--- src/rtl/iecho_pkg.sv ---
// Shared types, frame offsets and result codes for the ICMP echo responder.
// Depends on nothing; used by iecho_csum and icmp_echo_responder.
package iecho_pkg;

	// Byte offsets inside an Ethernet / IPv4 (20-byte header) / ICMP frame.
	localparam int unsigned MAC_LEN      = 6;
	localparam int unsigned IP_START     = 14;
	localparam int unsigned IP_CK_HI     = 24;
	localparam int unsigned SRC_IP       = 26;
	localparam int unsigned DST_IP       = 30;
	localparam int unsigned ICMP_START   = 34;
	localparam int unsigned ICMP_CK_HI   = 36;
	localparam int unsigned MIN_FRAME    = 38;
	localparam logic [7:0]  ECHO_REQUEST = 8'd8;

	// Result kinds.
	localparam logic [1:0] KIND_NONE   = 2'd0;
	localparam logic [1:0] KIND_STATUS = 2'd1;
	localparam logic [1:0] KIND_REPLY  = 2'd2;

	// Frame status codes.
	localparam logic [1:0] ST_REPLY    = 2'd0;
	localparam logic [1:0] ST_NOT_ECHO = 2'd1;
	localparam logic [1:0] ST_SHORT    = 2'd2;
	localparam logic [1:0] ST_LONG     = 2'd3;

	// Operation codes of a request.
	localparam logic OP_PUSH = 1'b0;
	localparam logic OP_PULL = 1'b1;

	// Where one reply byte comes from.
	typedef enum logic [2:0] {
		SRC_MEM     = 3'd0,
		SRC_IPCK_HI = 3'd1,
		SRC_IPCK_LO = 3'd2,
		SRC_ZERO    = 3'd3,
		SRC_ICCK_HI = 3'd4,
		SRC_ICCK_LO = 3'd5
	} src_t;

	// One stored byte as seen by the checksum accumulators.
	typedef struct packed {
		logic       en;    // byte lands in the store
		logic       clear; // first byte of a new frame
		logic       hdr;   // counts toward the IP header sum
		logic       icmp;  // counts toward the whole ICMP sum
		logic       msg;   // counts toward the ICMP sum for the reply
		logic       odd;   // low byte of a 16-bit word
		logic [7:0] data;
	} csum_req_t;

	// Ones' complement 16-bit add with end-around carry.
	function automatic logic [15:0] oc_add(input logic [15:0] s, input logic [15:0] v);
		logic [16:0] t;
		t = {1'b0, s} + {1'b0, v};
		return t[15:0] + {15'd0, t[16]};
	endfunction

endpackage

--- src/rtl/iecho_csum.sv ---
// Running ones' complement sums kept while a frame is stored.
// Depends on iecho_pkg (csum_req_t, oc_add).
module iecho_csum (
	input  logic                 clk,
	input  logic                 arst_n,
	input  iecho_pkg::csum_req_t req,
	output logic [15:0]          header_sum,
	output logic [15:0]          message_sum,
	output logic [15:0]          verify_next
);

	logic [15:0] header_q, message_q, verify_q;
	logic [15:0] header_base, message_base, verify_base;
	logic [15:0] word;
	logic [15:0] header_next, message_next;

	always_comb begin
		header_base  = req.clear ? 16'd0 : header_q;
		message_base = req.clear ? 16'd0 : message_q;
		verify_base  = req.clear ? 16'd0 : verify_q;
		word         = req.odd ? {8'd0, req.data} : {req.data, 8'd0};
		header_next  = req.hdr  ? iecho_pkg::oc_add(header_base, word)  : header_base;
		message_next = req.msg  ? iecho_pkg::oc_add(message_base, word) : message_base;
		verify_next  = req.icmp ? iecho_pkg::oc_add(verify_base, word)  : verify_base;
		if (!req.en) begin
			verify_next = verify_q;
		end
	end

	always_ff @(posedge clk or negedge arst_n) begin
		if (!arst_n) begin
			header_q  <= 16'd0;
			message_q <= 16'd0;
			verify_q  <= 16'd0;
		end else if (req.en) begin
			header_q  <= header_next;
			message_q <= message_next;
			verify_q  <= verify_next;
		end
	end

	assign header_sum  = header_q;
	assign message_sum = message_q;

endmodule

--- config.mk ---
export PLATFORM = sky130hd
export DESIGN_NAME = iecho_csum
export DESIGN_NICKNAME = d
export VERILOG_FILES = /design/src/rtl/iecho_pkg.sv /design/src/rtl/iecho_csum.sv
export SDC_FILE = /design/constraint.sdc
export NUM_CORES = 1
export LEC_CHECK = 0
export ABC_CLOCK_PERIOD_IN_PS = 6800
export BUFFER_PORTS_ARGS = -buffer_cell sky130_fd_sc_hd__buf_2
export CORE_MARGIN = 2
export CORE_UTILIZATION = 42
export DETAILED_ROUTE_END_ITERATION = 8
export MAX_ROUTING_LAYER = met4
export PLACE_DENSITY = 0.59
export SETUP_SLACK_MARGIN = 0.15
export SYNTH_ARGS = -nofsm -noshare
export SYNTH_HDL_FRONTEND = slang
export SYNTH_SLANG_ARGS = --single-unit
--- constraint.sdc ---
create_clock -name clk -period 6.8 [get_ports clk]
set_input_delay 1.36 -clock clk [delete_from_list [all_inputs] [get_ports clk]]
set_output_delay 1.36 -clock clk [all_outputs]
set_load 0.02 [all_outputs]
==> run summary <==
Setup CP Type -> in2out
Vias -> 6,202
Min Clock Period, post-route -> 6.361 ns
Max transition margin -> 21.47%
Ys Warns -> 0
CP endpoint kind -> output pin
Post-Syn Area per Cell -> 7.943 sq um
Num CTS Buffers -> 5
WL/cell -> 17.98 um
Critical Path RT -> 5.44 ns
Clock slew at reported path FFs -> 0.06 ns
HPWL Detailed -> 14,620 um
Gr usage total -> 23.87%
Gpl congestion -> 0.8939
Period utilization -> 93.54%
EDFF count, synth -> 0
Seq/Total Area, Yosys -> 18.35%
Pwr Total -> 1.243 mW
Initial Utilization -> 43.05%
HP Class -> reg2reg
Peak Freq -> 0.1572 GHz
Top FF cell, synth -> dfrtp_1
H-Tree Depth -> 2
RSZ-0062 raised after global routing -> no
Root buf cell -> clkbuf_16
Synth unique cells -> 95
Crit path DAT -> 5.00 ns
Final ANT Viol Nets -> 0
Syn Nets -> 877
Dpl ws -> 0.4640 ns
DIE HEIGHT -> 128.8 um
Pwr/cell area -> 173.8 nW/um^2
Startpoint types -> input port
Largest net degree at the start of global routing -> 49
Clock sink count -> 48
Status -> finished, final reports clean
Die area -> 16,600 sq um
DR pass1 iterations -> 5
Commonest cells after routing, fill and taps aside -> 86 x nand2_1, 63 x buf_2, 56 x o21ai_0
Worst Setup Slack, final -> 0.4391 ns
Syn-to-layout area delta -> 9.253%
CP Max Fanout -> 20
Commonest non-fill, non-tap cell in the layout -> nand2_1
Final Hold Vio Count -> 0
Slew at the pin closest to its max-slew limit -> 1.170 ns
Final instance count without filler cells -> 1,047
Via/cell ratio -> 5.924
PortBufs -> 63
DP Cell Count -> 1,038
# hold bufs at CTS -> 0
Worst Skew -> 0.007008 ns
DIE WIDTH -> 128.8 um
Leak pwr -> 3.061 nW
Core area -> 15,200 sq um
Maximum VDD drop -> 0.08861 mV
GR Overflow Total -> 0
# setup viols final -> 0
Slew Viols, Final -> 0
Worst-case clock buffer depth -> 2
FILL cells -> 1,523
TritonCTS clock tree -> built
Final WL -> 18,830 um
Flops & latches, synth -> 48
Mapped cell area -> 6545 sq um
Clock Latency Late Sink -> 0.31 ns
Max-cap violations -> 0
Nets -> 910
Vias in the first global route -> 5,740
Synth Instances -> 824
IO Count -> 64
DR iter-0 viols -> 463
Setup TNS -> 0 ns
Row count -> 45
Antenna violations before repair -> 1
Async set-reset flop share out of synthesis -> 100.0%
Residual DRC -> 0
Global-route wire length before repair -> 30,580 um
Share of cells above drive strength 1 -> 16.43%
cells by family after synthesis:
family                     count (synthesis)  synth area share [%]
AOI/OAI and AO/OA                        245                 27.01
xor gates and xnor gates                  94                 13.55
adders and majority gates                 42                 7.838
buffers and inverters                     74                 5.468
DFF                                       48                 18.35
and+or+nand+nor                          321                 27.78
synthesized netlist by cell type (7+ instances only):
master	count	share of area, %
clkbuf_1	30	1.7
inv_1	20	1.1
a21oi_1	30	2.3
o31ai_1	11	1.3
xnor2_1	46	6.2
dfrtp_1	48	18
and2_1	12	1.1
a32o_1	7	1.1
a21o_1	8	0.92
and3_1	13	1.2
a31oi_1	11	1.1
xor2_1	41	5.5
buf_2	10	0.76
nor2b_1	50	4.8
nor2_1	40	2.3
o21ai_0	56	4.3
nand2b_1	10	0.96
nand3_1	27	2.1
o211ai_1	12	1.4
o21ai_1	27	2.1
nor4bb_1	8	1.2
buf_6	7	1.2
nand4_1	13	1.2
nand2_1	86	4.9
ha_1	37	7.1
where the power goes:
part           switching [mW]  internal (mW)
clock network           0.120          0.194
registers              0.0645          0.325
logic                   0.332          0.206
area by class of cell:
class | count | area (sq um) | share of cell area [%]
antenna | 1 | 2.502 | 0.03500
clock inverter | 1 | 30.03 | 0.4199
timing repair buffer | 80 | 442.9 | 6.194
sequential | 48 | 1201 | 16.80
clock buffer | 7 | 152.6 | 2.135
inverter | 20 | 75.07 | 1.050
multi-input combinational | 702 | 5011 | 70.08
tap | 188 | 235.2 | 3.290
critical path, stage by stage:
cell,delay [ns]
buf_2,0.28
buf_4,0.33
nand2_2,0.15
or4_1,0.51
o211ai_2,0.11
nand4_2,0.16
o2111ai_1,0.24
a21o_1,0.17
a21o_1,0.13
a21o_1,0.12
ha_1,0.16
ha_1,0.16
nand2_1,0.08
inv_1,0.14
and4_4,0.27
nand3_1,0.09
xor2_1,0.20
o21ai_1,0.14
buf_2,0.19
registers in the layout, indices dropped and copies added, names as in the netlist:
name,flops
header_sum,16
message_sum,16
verify_q,16
path summary, 6_finish.rpt:
kind                                                 start                           to  slack, ns  depth (start not counted)
max in group asynchronous                           arst_n    header_sum[8]$_DFFE_PN0P_       5.20                          2
worst min register to register  message_sum[6]$_DFFE_PN0P_   message_sum[6]$_DFFE_PN0P_       0.49                          2
worst max register to register  message_sum[1]$_DFFE_PN0P_  message_sum[14]$_DFFE_PN0P_       2.38                         20
worst min-delay path            message_sum[6]$_DFFE_PN0P_   message_sum[6]$_DFFE_PN0P_       0.49                          2
min in group asynchronous                           arst_n  message_sum[13]$_DFFE_PN0P_       1.16                          2
worst max-delay path                                req[8]              verify_next[14]       0.44                         19
metrics by stage:
step / utilization (%) / hold WS, ns / area, sq um
after floorplan: - / 0.4637 / 6564
after global placement: 45.77 / 0.4809 / 6958
after detailed placement: 45.77 / 0.4816 / 6958
after CTS: 46.97 / 0.4974 / 7141
after global routing: 47.04 / 0.5454 / 7151
final: 47.04 / 0.4922 / 7151
what timing repair did:
action | CTS | global route
resized for setup | 0 | 1
endpoints found under the setup margin | 0 | 1
setup buffers | 0 | 0
layer usage:
metal	wire length, um	track usage, %
met2	8494	36.79
met4	283	5.818
met1	9311	33.37
met5	0	-
met3	736	2.869
(Power assumes the default switching activity.)
